[src/sv/ledblk_pkg.sv]
// Shared types and constants for the LED blink controller.
`default_nettype none

package ledblk_pkg;

    localparam int CHANNELS_DEFAULT = 4;
    localparam int TIME_W           = 16;
    localparam int COUNT_W          = 8;

    typedef enum logic [1:0] {
        KIND_LEVEL = 2'd0,
        KIND_BLINK = 2'd1,
        KIND_TICK  = 2'd2
    } kind_t;

    typedef struct packed {
        kind_t               kind;
        logic                level_on;
        logic [TIME_W-1:0]   on_time_ms;
        logic [TIME_W-1:0]   off_time_ms;
        logic [COUNT_W-1:0]  cycle_count;
    } ledblk_cmd_t;

endpackage

`default_nettype wire

[src/sv/ledblk_req_if.sv]
// Command channel: valid/ready handshake with one command item.
`default_nettype none

interface ledblk_req_if
    import ledblk_pkg::*;
#(
    parameter int CHANNELS = CHANNELS_DEFAULT
);
    logic                valid;
    logic                ready;
    kind_t               kind;
    logic [CHANNELS-1:0] channel_mask;
    logic                level_on;
    logic [TIME_W-1:0]   on_time_ms;
    logic [TIME_W-1:0]   off_time_ms;
    logic [COUNT_W-1:0]  cycle_count;

    modport source (
        output valid, kind, channel_mask, level_on, on_time_ms, off_time_ms, cycle_count,
        input  ready
    );

    modport sink (
        input  valid, kind, channel_mask, level_on, on_time_ms, off_time_ms, cycle_count,
        output ready
    );
endinterface

`default_nettype wire

[src/sv/ledblk_rsp_if.sv]
// Result channel: valid/ready handshake with the LED state item.
`default_nettype none

interface ledblk_rsp_if
    import ledblk_pkg::*;
#(
    parameter int CHANNELS = CHANNELS_DEFAULT
);
    logic                valid;
    logic                ready;
    logic [CHANNELS-1:0] led_bits;

    modport source (
        output valid, led_bits,
        input  ready
    );

    modport sink (
        input  valid, led_bits,
        output ready
    );
endinterface

`default_nettype wire

[src/sv/ledblk_channel.sv]
// One LED channel: level, blink timer, phase and cycle counter.
`default_nettype none

module ledblk_channel
    import ledblk_pkg::*;
(
    input  wire logic        clk,
    input  wire logic        rst_n,
    input  wire logic        enable,
    input  wire logic        sel,
    input  wire ledblk_cmd_t cmd,
    output logic             led,
    output logic             led_next
);

    logic               led_reg;
    logic               active_reg,  active_next;
    logic               phase_reg,   phase_next;
    logic               endless_reg, endless_next;
    logic [TIME_W-1:0]  on_reg,      on_next;
    logic [TIME_W-1:0]  off_reg,     off_next;
    logic [COUNT_W-1:0] left_reg,    left_next;
    logic [TIME_W-1:0]  elapsed_reg, elapsed_next;

    logic [TIME_W-1:0]  elapsed_inc;
    logic [TIME_W-1:0]  interval;
    logic [COUNT_W-1:0] left_dec;

    always_comb
    begin
        elapsed_inc  = (elapsed_reg == '1) ? elapsed_reg : elapsed_reg + TIME_W'(1);
        interval     = phase_reg ? on_reg : off_reg;
        left_dec     = (left_reg != '0) ? left_reg - COUNT_W'(1) : left_reg;

        led_next     = led_reg;
        active_next  = active_reg;
        phase_next   = phase_reg;
        endless_next = endless_reg;
        on_next      = on_reg;
        off_next     = off_reg;
        left_next    = left_reg;
        elapsed_next = elapsed_reg;

        if (enable)
        begin
            case (cmd.kind)
                KIND_LEVEL:
                begin
                    if (sel)
                    begin
                        active_next = 1'b0;
                        led_next    = cmd.level_on;
                    end
                end
                KIND_BLINK:
                begin
                    if (sel)
                    begin
                        on_next      = cmd.on_time_ms;
                        off_next     = cmd.off_time_ms;
                        left_next    = cmd.cycle_count;
                        endless_next = (cmd.cycle_count == '0);
                        elapsed_next = '0;
                        phase_next   = 1'b1;
                        active_next  = 1'b1;
                        led_next     = 1'b1;
                    end
                end
                KIND_TICK:
                begin
                    if (active_reg)
                    begin
                        if (elapsed_inc >= interval)
                        begin
                            elapsed_next = '0;
                            phase_next   = !phase_reg;
                            led_next     = !phase_reg;
                            if (phase_reg && !endless_reg)
                            begin
                                left_next = left_dec;
                                if (left_dec == '0)
                                begin
                                    active_next = 1'b0;
                                end
                            end
                        end
                        else
                        begin
                            elapsed_next = elapsed_inc;
                        end
                    end
                end
                default:
                begin
                end
            endcase
        end
    end

    always_ff @(posedge clk or negedge rst_n)
    begin
        if (!rst_n)
        begin
            led_reg     <= 1'b0;
            active_reg  <= 1'b0;
            phase_reg   <= 1'b0;
            endless_reg <= 1'b0;
            on_reg      <= '0;
            off_reg     <= '0;
            left_reg    <= '0;
            elapsed_reg <= '0;
        end
        else
        begin
            led_reg     <= led_next;
            active_reg  <= active_next;
            phase_reg   <= phase_next;
            endless_reg <= endless_next;
            on_reg      <= on_next;
            off_reg     <= off_next;
            left_reg    <= left_next;
            elapsed_reg <= elapsed_next;
        end
    end

    assign led = led_reg;

    // LED follows phase while blinking
    a_led_phase: assert property (@(posedge clk) disable iff (!rst_n)
        active_reg |-> (led_reg == phase_reg))
        else $error("blinking channel LED differs from phase");

    // a counted blink never sits active with no cycles left
    a_counted_left: assert property (@(posedge clk) disable iff (!rst_n)
        (active_reg && !endless_reg) |-> (left_reg != '0))
        else $error("counted blink active with zero cycles left");

    // timer holds while not blinking and idle
    a_elapsed_hold: assert property (@(posedge clk) disable iff (!rst_n)
        (!active_reg && !enable) |=> $stable(elapsed_reg))
        else $error("elapsed counter moved on an idle channel");

endmodule

`default_nettype wire

[src/sv/four_channel_led_blinker_core.sv]
// Top level of the LED blink controller: command register, channels, result register.
//
// Usage:
//   req carries one command item per handshake: kind selects set level, start
//   blink or a one millisecond tick; channel_mask picks the channels for level
//   and blink; level_on, on_time_ms, off_time_ms and cycle_count hold the
//   arguments. Every item yields exactly one item on rsp: led_bits, the LED
//   state after the command has been applied. Kind 3 changes nothing.
//   An accepted item is held in the command register; its result is then
//   registered in the result register and shown on rsp from there.
//   Throughput: one item per cycle while rsp is ready; all channels update in
//   parallel, in the same cycle as the result register is loaded.
//   Stall: while rsp is held, the result register keeps its item, the command
//   register takes one more item, and req.ready then drops until rsp moves.
//   Reset: all LEDs off, no channel blinking, timers and intervals cleared,
//   both registers empty.
`default_nettype none

module four_channel_led_blinker_core
    import ledblk_pkg::*;
#(
    parameter int CHANNELS = CHANNELS_DEFAULT
)(
    input  wire logic    clk,
    input  wire logic    rst_n,
    ledblk_req_if.sink   req,
    ledblk_rsp_if.source rsp
);

    logic                in_valid_reg, in_valid_next;
    ledblk_cmd_t         cmd_reg;
    logic [CHANNELS-1:0] mask_reg;
    logic                out_valid_reg, out_valid_next;
    logic [CHANNELS-1:0] led_bits_reg;

    logic                advance;
    logic                take;
    logic [CHANNELS-1:0] leds;
    logic [CHANNELS-1:0] leds_next;

    assign advance   = in_valid_reg && (!out_valid_reg || rsp.ready);
    assign req.ready = !in_valid_reg || advance;
    assign take      = req.valid && req.ready;

    always_comb
    begin
        in_valid_next = in_valid_reg;
        if (take)
        begin
            in_valid_next = 1'b1;
        end
        else if (advance)
        begin
            in_valid_next = 1'b0;
        end

        out_valid_next = out_valid_reg;
        if (advance)
        begin
            out_valid_next = 1'b1;
        end
        else if (rsp.ready)
        begin
            out_valid_next = 1'b0;
        end
    end

    always_ff @(posedge clk or negedge rst_n)
    begin
        if (!rst_n)
        begin
            in_valid_reg  <= 1'b0;
            out_valid_reg <= 1'b0;
        end
        else
        begin
            in_valid_reg  <= in_valid_next;
            out_valid_reg <= out_valid_next;
        end
    end

    always_ff @(posedge clk)
    begin
        if (take)
        begin
            cmd_reg.kind        <= req.kind;
            cmd_reg.level_on    <= req.level_on;
            cmd_reg.on_time_ms  <= req.on_time_ms;
            cmd_reg.off_time_ms <= req.off_time_ms;
            cmd_reg.cycle_count <= req.cycle_count;
            mask_reg            <= req.channel_mask;
        end
        if (advance)
        begin
            led_bits_reg <= leds_next;
        end
    end

    for (genvar i = 0; i < CHANNELS; i++)
    begin : g_chan
        ledblk_channel u_chan (
            .clk      (clk),
            .rst_n    (rst_n),
            .enable   (advance),
            .sel      (mask_reg[i]),
            .cmd      (cmd_reg),
            .led      (leds[i]),
            .led_next (leds_next[i])
        );
    end

    assign rsp.valid    = out_valid_reg;
    assign rsp.led_bits = led_bits_reg;

    // result register always fills after an advance
    a_adv_fill: assert property (@(posedge clk) disable iff (!rst_n)
        advance |=> out_valid_reg)
        else $error("result lost after advance");

    // LEDs change only when an item is applied
    a_led_hold: assert property (@(posedge clk) disable iff (!rst_n)
        !advance |=> $stable(leds))
        else $error("LED state moved without an item");

    // set level forces the selected LEDs
    a_level: assert property (@(posedge clk) disable iff (!rst_n)
        (advance && cmd_reg.kind == KIND_LEVEL) |=>
        ((leds & $past(mask_reg)) ==
         ($past(cmd_reg.level_on) ? $past(mask_reg) : '0)))
        else $error("set level did not reach the selected LEDs");

    // the published result matches the channel LEDs
    a_result: assert property (@(posedge clk) disable iff (!rst_n)
        advance |=> (led_bits_reg == leds))
        else $error("result register differs from LED state");

endmodule

`default_nettype wire
[src/flat_wrapper.sv]
// flat-port wrapper written by rule: the top's interface ports become plain ports
module four_channel_led_blinker_core_flat import ledblk_pkg::*;
#(
    parameter int CHANNELS = CHANNELS_DEFAULT
)
  (clk, rst_n, req_valid, req_kind, req_channel_mask, req_level_on, req_on_time_ms, req_off_time_ms, req_cycle_count, req_ready, rsp_valid, rsp_led_bits, rsp_ready);
  ledblk_req_if #(.CHANNELS(CHANNELS)) req_i ();
  ledblk_rsp_if #(.CHANNELS(CHANNELS)) rsp_i ();
  input  wire logic clk;
  input  wire logic rst_n;
  input wire logic [$bits(req_i.valid)-1:0] req_valid;
  input wire logic [$bits(req_i.kind)-1:0] req_kind;
  input wire logic [$bits(req_i.channel_mask)-1:0] req_channel_mask;
  input wire logic [$bits(req_i.level_on)-1:0] req_level_on;
  input wire logic [$bits(req_i.on_time_ms)-1:0] req_on_time_ms;
  input wire logic [$bits(req_i.off_time_ms)-1:0] req_off_time_ms;
  input wire logic [$bits(req_i.cycle_count)-1:0] req_cycle_count;
  output wire logic [$bits(req_i.ready)-1:0] req_ready;
  output wire logic [$bits(rsp_i.valid)-1:0] rsp_valid;
  output wire logic [$bits(rsp_i.led_bits)-1:0] rsp_led_bits;
  input wire logic [$bits(rsp_i.ready)-1:0] rsp_ready;
  assign req_i.valid = req_valid;
  assign req_i.kind = req_kind;
  assign req_i.channel_mask = req_channel_mask;
  assign req_i.level_on = req_level_on;
  assign req_i.on_time_ms = req_on_time_ms;
  assign req_i.off_time_ms = req_off_time_ms;
  assign req_i.cycle_count = req_cycle_count;
  assign req_ready = req_i.ready;
  assign rsp_valid = rsp_i.valid;
  assign rsp_led_bits = rsp_i.led_bits;
  assign rsp_i.ready = rsp_ready;
  four_channel_led_blinker_core #(.CHANNELS(CHANNELS)) u_core (.clk(clk), .rst_n(rst_n), .req(req_i), .rsp(rsp_i));
endmodule
[config.mk]
export PLATFORM = sky130hd
export DESIGN_NAME = four_channel_led_blinker_core_flat
export DESIGN_NICKNAME = d
export VERILOG_FILES = /design/src/sv/ledblk_pkg.sv /design/src/sv/ledblk_req_if.sv /design/src/sv/ledblk_rsp_if.sv /design/src/sv/ledblk_channel.sv /design/src/sv/four_channel_led_blinker_core.sv /design/src/flat_wrapper.sv
export SDC_FILE = /design/constraint.sdc
export NUM_CORES = 1
export LEC_CHECK = 0
export ABC_AREA = 1
export BUFFER_PORTS_ARGS = -buffer_cell sky130_fd_sc_hd__buf_2
export CAP_MARGIN = 20
export CORE_ASPECT_RATIO = 1.1
export CORE_MARGIN = 3
export CORE_UTILIZATION = 30
export CTS_CLUSTER_SIZE = 8
export DETAILED_ROUTE_END_ITERATION = 8
export PLACE_DENSITY = 0.56
export SYNTH_ARGS = -nofsm -noshare
export SYNTH_HDL_FRONTEND = slang
export SYNTH_SLANG_ARGS = --single-unit
[constraint.sdc]
create_clock -name clk -period 8.5 [get_ports clk]
set_clock_uncertainty 0.05 [all_clocks]
set_input_delay 0.425 -clock clk [delete_from_list [all_inputs] [get_ports clk]]
set_output_delay 0.425 -clock clk [all_outputs]
set_load 0.01 [all_outputs]
Word-level counts from Yosys, hierarchy flattened
Index checks and enable logic that the tools add are counted.
{"block": "totals", "register_bits": 293, "latch_bits": 0, "ramBits": 0, "rom_bits": 0, "inputBits": 51, "out_inout_bits": 6, "wordCells": 247, "memories": 0}
{"block": "op_classes", "n_addsub": 8, "multipliers": 0, "div_mod_pow": 0, "order_cmp": 4, "eq_ne": 26, "n_shift": 0, "muxes": 116, "bitwise_logic": 0, "reduce_logical": 52}
{"op": "16-bit two-way mux", "n": 20}
{"op": "8-bit two-way mux", "n": 20}
{"op": "16-bit one-hot mux with 2 select lines", "n": 4}
{"op": "16-bit by 1-bit adder with 16-bit output, second input constant", "n": 4}
{"op": "16-bit == test, second input constant", "n": 4}
{"op": "16-bit greater-or-equal comparator", "n": 4}
{"op": "8-bit one-hot mux with 2 select lines", "n": 4}
{"op": "1-bit two-way mux", "n": 56}
{"op": "8-bit logical NOT", "n": 5}
{"op": "4-bit AND reduction", "n": 8}
{"op": "8-bit nonzero test", "n": 4}
{"op": "8-bit by 1-bit subtractor with 8-bit output, second input constant", "n": 4}
{"op": "2-bit != test, second input constant", "n": 12}
{"op": "1-bit one-hot mux with 3 select lines", "n": 8}
{"op": "6-bit AND reduction", "n": 4}
{"op": "5-bit AND reduction", "n": 4}
{"op": "2-bit by 1-bit != test with 1-bit output, second input constant", "n": 8}
{"op": "3-bit AND reduction", "n": 4}
{"op": "1-bit logical NOT", "n": 10}
{"op": "1-bit one-hot mux with 2 select lines", "n": 4}
{"op": "1-bit logical AND", "n": 6}
{"op": "2-bit nonzero test", "n": 3}
{"op": "3-bit nonzero test", "n": 1}
{"op": "2-bit by 1-bit == test with 1-bit output, second input constant", "n": 1}
{"op": "other kinds (3)", "n": 4}

Longest topological paths before layout
Gate-level depths: netlist of the first run.
{"block": "depth", "ltp_word": 8, "ltp_mapped": 25, "ltp_nobuf": 25}

Cells and area by module
A second synthesis of the first run with hierarchy kept.
{"block": "unflattened", "hier_cells": 1866, "area_unflattened_um2": 17048.9}
{"module": "ledblk_channel (u_core.g_chan[0].u_chan ...)", "instances": 3, "cells_each": 452, "area_per_inst_um2": 3839.9, "seq_area_each_um2": 1501.4}
{"module": "ledblk_channel (u_core.g_chan[3].u_chan)", "instances": 1, "cells_each": 447, "area_per_inst_um2": 3902.5, "seq_area_each_um2": 1501.4}
{"module": "four_channel_led_blinker_core", "instances": 1, "cells_each": 63, "area_per_inst_um2": 1626.6, "seq_area_each_um2": 1581.5}

Worst setup path before layout of the first run
Ideal clock, no wire load.
{"block": "synth_path", "kind": "register to register", "startpoint": "register u_core.g_chan[1].u_chan.elapsed_reg[0]", "endpoint": "register u_core.led_bits_reg[1] (netlist: u_core.rsp.led_bits[1]), data pin", "setup_ns": 0.270, "t_arrival_ns": 2.609, "t_required_ns": 8.180, "slack_ns": 5.571, "path_stages_with_launch": 21, "path_buffers": 0, "synth_period_minus_slack_ns": 2.929, "path_cell_list": "dfrtp_1 > ha_1 > nand3_1 > inv_1 > nand3_1 > inv_1 > nand2_1 > inv_1 > nand2_1 > nand2_1 > xor2_1 > inv_1 > ha_1 > a21oi_1 > o21ai_0 > a21oi_1 > nand2_1 > nand2_1 > nand2_1 > nand3_1 > a21boi_0"}
{"block": "synth_via", "elab_chain_len": 7, "word_cells_on_any_way": 8, "classes_between": "1 x add/sub; 1 x order compare; 1 x eq/ne; 5 x mux"}
{"item": "start: declaration", "line": "ledblk_channel.sv:23", "source": "logic [TIME_W-1:0] elapsed_reg, elapsed_next;"}
{"item": "start signal: assignment", "line": "ledblk_channel.sv:122", "source": "elapsed_reg <= elapsed_next;"}
{"item": "16-bit by 1-bit adder with 16-bit output / 16-bit == test (equally long branches)", "line": "ledblk_channel.sv:31", "source": "elapsed_inc = (elapsed_reg == '1) ? elapsed_reg : elapsed_reg + TIME_W'(1);"}
{"item": "16-bit two-way mux (*)", "line": "ledblk_channel.sv:31"}
{"item": "16-bit greater-or-equal comparator (*)", "line": "ledblk_channel.sv:73", "source": "if (elapsed_inc >= interval)"}
{"item": "1-bit two-way mux (*)", "line": "ledblk_channel.sv:73"}
{"item": "1-bit two-way mux (*)", "line": "ledblk_channel.sv:71", "source": "if (active_reg)"}
{"item": "1-bit one-hot mux with 3 select lines (*)", "line": "ledblk_channel.sv:46", "source": "case (cmd.kind)"}
{"item": "1-bit two-way mux (*)", "line": "ledblk_channel.sv:44", "source": "if (enable)"}
{"item": "named net u_core.g_chan[1].u_chan.led_next", "line": "ledblk_channel.sv:13", "source": "output logic led_next"}
{"item": "end signal: assignment", "line": "four_channel_led_blinker_core.sv:95", "source": "led_bits_reg <= leds_next;"}
{"item": "end: declaration", "line": "four_channel_led_blinker_core.sv:34", "source": "logic [CHANNELS-1:0] led_bits_reg;"}
Mark *: on every way through the listed nets, which the timed path passes. The rest lies on a longest branch.
A chain may end at the register's enable or synchronous reset.

Final worst setup path of the first run
{"block": "layout_path", "startpoint": "register u_core.g_chan[0].u_chan.elapsed_reg[0]", "endpoint": "register u_core.g_chan[0].u_chan.elapsed_reg[5]"}
{"block": "layout_via", "elab_chain_len": 6, "word_cells_on_any_way": 7, "classes_between": "1 x add/sub; 1 x order compare; 1 x eq/ne; 4 x mux"}
{"item": "start: declaration", "line": "ledblk_channel.sv:23"}
{"item": "start signal: assignment", "line": "ledblk_channel.sv:122"}
{"item": "16-bit by 1-bit adder with 16-bit output / 16-bit == test (equally long branches)", "line": "ledblk_channel.sv:31"}
{"item": "16-bit two-way mux (*)", "line": "ledblk_channel.sv:31"}
{"item": "16-bit greater-or-equal comparator", "line": "ledblk_channel.sv:73"}
{"item": "16-bit two-way mux (*)", "line": "ledblk_channel.sv:73"}
{"item": "16-bit two-way mux (*)", "line": "ledblk_channel.sv:71"}
{"item": "16-bit one-hot mux with 2 select lines (*)", "line": "ledblk_channel.sv:46"}
Mark *: on every way between the ends. The rest lies on a longest branch, timed or not. The select of a mux whose other input is x is not followed.

==> run_results.csv, run 1 <==
group,metric,value,unit
global_routing,grt_pass1_vias,12800,
logic_synthesis,async_flop_share,82.6,%
clocking,clock-sinks,293,
detailed_routing,routed_wl,43.5,mm
detailed_routing,drtIter0Drc,1006,
clocking,clockBufferDepth,3,
clocking,postCtsHoldBufs,48,
pwr,power_density,286,nW/um^2
final_layout,diodes,0,
logic_synthesis,synth_cell_types,49,
die,die-area,56800,sq um
detailed_routing,drtPass1Iterations,7,
worst_setup_path,crit_path_max_incr_delay,570,ps
logic_synthesis,synth_fp_nets,2091,
clocking,htreeDepth,2,
die,core,52900,sq um
worst_setup_path,required,8930,ps
clocking,worst_skew_pair.late_latency,570,ps
logic_synthesis,synth_edf_count,51,
global_routing,grt_usage,15.4,%
die,rows,88,
place,gp_congestion,0.901,
place,port-buffer-count,56,
pwr,leakagePower,9.53,nW
worst_setup_path,worstPathMaxFanout,12,
clocking,cts_setup_buffers,0,
detailed_routing,wl_per_cell,15.8,um
final_layout,layout_commonest_cell,"nand2_1",
logic_synthesis,syn_inst,1960,
place,dp_hpwl,30.3,mm
sta,worst_slew_pin_slew,1180,ps
detailed_routing,viasPerCell,4.89,
final_layout,drive_above_1_share,8.11,%
global_routing,antenna_found_initial,0,
final_layout,final_cell_mix,"512 x nand2_1, 254 x inv_1, 242 x dfrtp_1, 209 x o21ai_0, 115 x nor2_1",
sta,post-route-min-period,3840,ps
final_layout,seqCellArea,7590,sq um
worst_setup_path,worst-path-buf-inv,3,
worst_setup_path,cp-start-kind,"flop",
worst_setup_path,cp_cell_sequence,"ha_1 > nand3_1 > nor2_1 > nand2_1 > inv_1 > nand4_1 > nand2_1 > xor2_1 > inv_1 > ha_1 > a21oi_1 > o21ai_0 > a21oi_1 > nand4_1 > inv_1 > nand2_1 > o21ai_0",
final_layout,multi_input_area,7340,sq um
logic_synthesis,synth-seq-cells,293,
die,fp.dieW,227,um
logic_synthesis,syn_area,16200,sq um
run_status,status,"finished, final reports clean",
logic_synthesis,yosysWarnings,0,
sta,setup_viol,0,
job,drv_cap,0,
logic_synthesis,yosys-top-cells-area,"dfrtp_1 37%, nand2_1 12%, edfxtp_1 9.5%, o21ai_0 6.5%, ha_1 6.2%",
clocking,root_buffer,"clkbuf_16",
sta,max_freq,260,MHz
die,die_h,250,um
detailed_routing,dr_total_vias,13500,
global_routing,grt_max_degree,158,
sta,finalHoldViolations,0,
min_path,hp-class,"in -> reg",
detailed_routing,drcViolationCount,0,
clocking,cts.repair.resized,0,
worst_setup_path,crit_family,"simple AND/OR/NAND/NOR gates",
final_layout,syn_to_final_growth,16.5,%
clocking,clk_pin_slew_worst_paths,50,ps
worst_setup_path,cp_slowest_cell,"nand4_1",
die,num_io_pins,57,
final_layout,nFillCells,5455,
logic_synthesis,syn_area_per_cell,8.26,sq um
logic_synthesis,yosys.area.top_type,"dfrtp_1",
logic_synthesis,synth-main-ff-cell,"dfrtp_1",
logic_synthesis,netlist.area_leader.share,37.4,%
pwr,peakVddDrop,0.159,mV
sta,post-route-period-util,45.2,%
worst_setup_path,critPathKind,"reg -> reg",
sta,fin_ws,4660,ps
logic_synthesis,ys_seq_area_share,46.9,%
sta,slew_viol_final,0,
clocking,cts_tree,"done",
sta,rsz0062_at_grt,"false",
worst_setup_path,endpoint_kind,"flop",
clocking,numCtsBuffers,43,
sta,tns,0,ps
global_routing,overflow,0,
sta,timing.slew.headroom,21.0,%
final_layout,nNetsFinal,2195,
place,pre_cts_ws,4800,ps
global_routing,grt_pass1_wl,69.8,mm
detailed_routing,ant_nets,0,
worst_setup_path,worstPathArrival,4270,ps
die,start_util,30.6,%
kinds of logic after synthesis:
logic type | count (synthesis) | share of synthesized area, %
XOR/XNOR | 32 | 1.73
AND/OR/NAND/NOR | 828 | 22.1
flip-flops | 293 | 46.9
multiplexers | 60 | 3.71
adder cells (fa/ha/maj) | 80 | 6.19
AO/OA/AOI/OAI | 347 | 11.6
buffers and inverters | 320 | 7.76
stage by stage:
| stage | cells | utilization, % | instance area [sq um] | total power, mW | hold WS, ps |
|---|---|---|---|---|---|
| finish | 2760 | 35.7 | 18900 | 5.39 | 52.9 |
| global route | 2760 | 35.7 | 18900 | 5.81 | 60.5 |
| CTS | 2760 | 35.7 | 18900 | 5.44 | 18.5 |
| detailed placement | 2646 | 32.4 | 17100 | 3.79 | 422 |
| global placement | 2646 | 32.4 | 17100 | 3.74 | 415 |
| floorplan | 1960 | - | 16200 | 3.29 | 79.4 |
routing by layer:
metal / routed length [um] / global-route usage, % / vias up
met1: 20700 / 21.8 / 6442
met5: 0 / 0 / -
li1: - / - / 6647
met3: 2150 / 2.61 / 67
met4: 927 / 4.38 / 0
met2: 19700 / 24.3 / 340
Yosys cell counts, types with 19 or more instances:
library cell / instances
nand2_1: 512
clkbuf_1: 19
mux2i_1: 60
dfrtp_1: 242
xor2_1: 28
nor2_1: 115
inv_1: 255
nand3_1: 113
o21ai_1: 20
buf_2: 26
edfxtp_1: 51
a21oi_1: 56
ha_1: 80
nand4_1: 19
o21ai_0: 209
o22ai_1: 40
worst paths after layout:
| check | from | cells past startpoint | slack [ps] | to |
|---|---|---|---|---|
| setup / recovery | u_core.g_chan[0].u_chan.elapsed_reg[0]$_DFFE_PN0P_ | 17 | 4660 | u_core.g_chan[0].u_chan.elapsed_reg[5]$_DFFE_PN0P_ |
| hold / removal | req_valid | 3 | 50 | u_core.in_valid_reg$_DFFE_PN0P_ |
| setup reg to reg | u_core.g_chan[0].u_chan.elapsed_reg[0]$_DFFE_PN0P_ | 17 | 4660 | u_core.g_chan[0].u_chan.elapsed_reg[5]$_DFFE_PN0P_ |
| hold reg to reg | u_core.g_chan[0].u_chan.on_reg[13]$_DFFE_PN0P_ | 2 | 430 | u_core.g_chan[0].u_chan.on_reg[13]$_DFFE_PN0P_ |
| max in group asynchronous | rst_n | 3 | 6650 | u_core.g_chan[3].u_chan.on_reg[7]$_DFFE_PN0P_ |
| min in group asynchronous | rst_n | 2 | 410 | u_core.g_chan[2].u_chan.left_reg[4]$_DFFE_PN0P_ |
power breakdown:
part	internal, mW	switching, mW
logic	0.654	1.03
registers	1.80	0.313
clock network	0.953	0.641
total	3.40	1.99
tightest hold or removal path: cells and delay by family:
family	cells	cell delay (ps)
AND/OR/NAND/NOR	2	130
buffers and inverters	1	70
cell type report:
class / count / share of cell area (%)
clock buffers: 63 / 6.27
multi-input cells: 1347 / 38.9
clock inverters: 3 / 0.292
flip-flops and latches: 293 / 40.2
inverters: 268 / 5.35
repair buffers: 111 / 4.43
well taps: 675 / 4.48
Note: power is estimated with default switching activity, not from simulation.
==> run 2, diff against run 1 <==
- clock period: 8.5 -> 3.9 ns (I/O delays scaled with it)
==> run_results.csv, run 2 (same netlist as run 1, synthesis figures left out) <==
group,metric,value,unit
worst_setup_path,cp_cell_sequence,"ha_1 > nand3_1 > inv_1 > nand3_1 > nor4_1 > o21ai_0 > o21ai_1 > inv_1 > ha_1 > nand2_1 > nor4_1 > nand2_1 > nand2_1 > nand2_1 > nand2_1 > nand3_1 > a21boi_0",
final_layout,nNetsFinal,2208,
pwr,leakagePower,9.58,nW
clocking,worst_skew_pair.late_latency,560,ps
sta,timing.slew.headroom,38.5,%
clocking,clock-sinks,293,
detailed_routing,wl_per_cell,15.6,um
global_routing,grt_max_degree,109,
global_routing,antenna_found_initial,1,
worst_setup_path,critPathKind,"reg -> reg",
sta,max_freq,284,MHz
clocking,clockBufferDepth,3,
sta,worst_slew_pin_slew,923,ps
worst_setup_path,crit_path_max_incr_delay,470,ps
worst_setup_path,reg2reg_slack,370,ps
clocking,cts_tree,"done",
worst_setup_path,worst-path-buf-inv,2,
detailed_routing,drtIter0Drc,1018,
job,drv_cap,0,
clocking,numCtsBuffers,42,
place,port-buffer-count,56,
detailed_routing,drcViolationCount,0,
worst_setup_path,worstPathMaxFanout,7,
die,core,52900,sq um
worst_setup_path,endpoint_kind,"flop",
die,die_h,250,um
sta,setup_viol,0,
die,fp.dieW,227,um
die,die-area,56800,sq um
clocking,clk_pin_slew_worst_paths,50,ps
place,pre_cts_ws,318,ps
pwr,power_density,618,nW/um^2
sta,tns,0,ps
die,start_util,30.6,%
sta,post-route-min-period,3530,ps
worst_setup_path,cp_slowest_cell,"dfrtp_1",
detailed_routing,ant_nets,0,
worst_setup_path,worstPathArrival,3810,ps
worst_setup_path,crit_family,"simple AND/OR/NAND/NOR gates",
final_layout,diodes,0,
worst_setup_path,cp-start-kind,"flop",
die,rows,88,
worst_setup_path,required,4180,ps
global_routing,grt_usage,15.4,%
worst_setup_path,path_common_cell,"nand2_1",
clocking,cts_setup_buffers,0,
global_routing,overflow,0,
final_layout,drive_above_1_share,8.45,%
detailed_routing,viasPerCell,4.83,
place,placed_area,17200,sq um
die,num_io_pins,57,
global_routing,grt_pass1_vias,13200,
sta,rsz0062_at_grt,"false",
place,dp_hpwl,30.8,mm
final_layout,postLayoutCellArea,18900,sq um
global_routing,grt_pass1_wl,70.3,mm
place,gp_congestion,0.886,
clocking,root_buffer,"clkbuf_16",
detailed_routing,drtPass1Iterations,6,
detailed_routing,dr_total_vias,13400,
pwr,peakVddDrop,0.350,mV
final_layout,fin_util,35.8,%
sta,fin_ws,374,ps
sta,whs,283,ps
final_layout,syn_to_final_growth,17.1,%
sta,post-route-period-util,90.4,%
final_layout,layout_commonest_cell,"nand2_1",
min_path,hp-class,"in -> async",
sta,finalHoldViolations,0,
run_status,status,"finished, final reports clean",
final_layout,final_cell_mix,"512 x nand2_1, 254 x inv_1, 242 x dfrtp_1, 208 x o21ai_0, 115 x nor2_1",
clocking,htreeDepth,2,
detailed_routing,routed_wl,43.1,mm
sta,slew_viol_final,0,
-- run 2: changes by cell type in the layout (fill, tap and decap cells not counted) --
cell           before  now
buf_4               6   15
dlygate4sd3_1      48   52
clkbuf_8            3    0
a21oi_1            56   54
a21oi_2             0    2
buf_12              1    2
clkbuf_1           17   16
clkinv_16           1    2
clkinv_8            1    0
inv_6               1    0
o21ai_0           209  208
o21ai_1            20   21
-- run 2: stage by stage --
| step | std cells | power (mW) |
|---|---|---|
| CTS | 2768 | 11.8 |
| detailed placement | 2655 | 8.32 |
| global route | 2769 | 12.7 |
| global placement | 2655 | 8.20 |
| finish | 2769 | 11.7 |
| floorplan | 1960 | 7.16 |
-- run 2: layer usage --
layer	wire, um	vias up	share of wire, %	global-route usage (%)
met1	20500	6298	47	21.5
met2	19600	342	45	24.6
met3	2180	76	5.1	2.72
met5	13	-	0.030	0
met4	902	2	2.1	3.87
li1	-	6656	-	-
-- run 2: path summary, 6_finish.rpt --
check | depth (start not counted) | startpoint | end
setup / recovery | 17 | u_core.g_chan[0].u_chan.elapsed_reg[0]$_DFFE_PN0P_ | u_core.rsp.led_bits[0]$_DFFE_PP_
min in group clk | 2 | req_on_time_ms[14] | u_core.cmd_reg[38]$_DFFE_PP_
max in group asynchronous | 3 | rst_n | u_core.g_chan[0].u_chan.elapsed_reg[4]$_DFFE_PN0P_
hold / removal | 2 | rst_n | u_core.g_chan[1].u_chan.left_reg[5]$_DFFE_PN0P_
hold reg to reg | 2 | u_core.g_chan[2].u_chan.off_reg[13]$_DFFE_PN0P_ | u_core.g_chan[2].u_chan.off_reg[13]$_DFFE_PN0P_
setup reg to reg | 17 | u_core.g_chan[0].u_chan.elapsed_reg[0]$_DFFE_PN0P_ | u_core.rsp.led_bits[0]$_DFFE_PP_
-- run 2: worst register-to-register path: cells and delay by family, from the launching register on --
family	cells	cell delay (ps)
AND/OR/NAND/NOR	10	1340
flip-flops	1	470
buffers and inverters	2	200
adder cells (fa/ha/maj)	2	500
AO/OA/AOI/OAI	3	760
-- run 2: layout make-up --
type / instances / area, sq um
Clock inverter: 2 / 60.1
Multi-Input combinational cell: 1347 / 7350
Inverter: 268 / 1010
Fill cell: 5403 / 33900
Tap cell: 675 / 845
Sequential cell: 293 / 7590
Timing Repair Buffer: 125 / 963
Clock buffer: 59 / 1140
-- run 2: report_power, final --
group | leakage [nW] | internal (mW) | switching, mW
clock | 0.572 | 2.01 | 1.36
combinational | 5.40 | 1.46 | 2.40
sequential | 3.61 | 3.92 | 0.560
-- run 2: repair_timing --
| action | in CTS | in global routing |
|---|---|---|
| hold buffers | 52 | 0 |
| gates resized for setup | 0 | 3 |
| setup endpoints to repair | 0 | 22 |
| hold endpoints to repair | 154 | 0 |
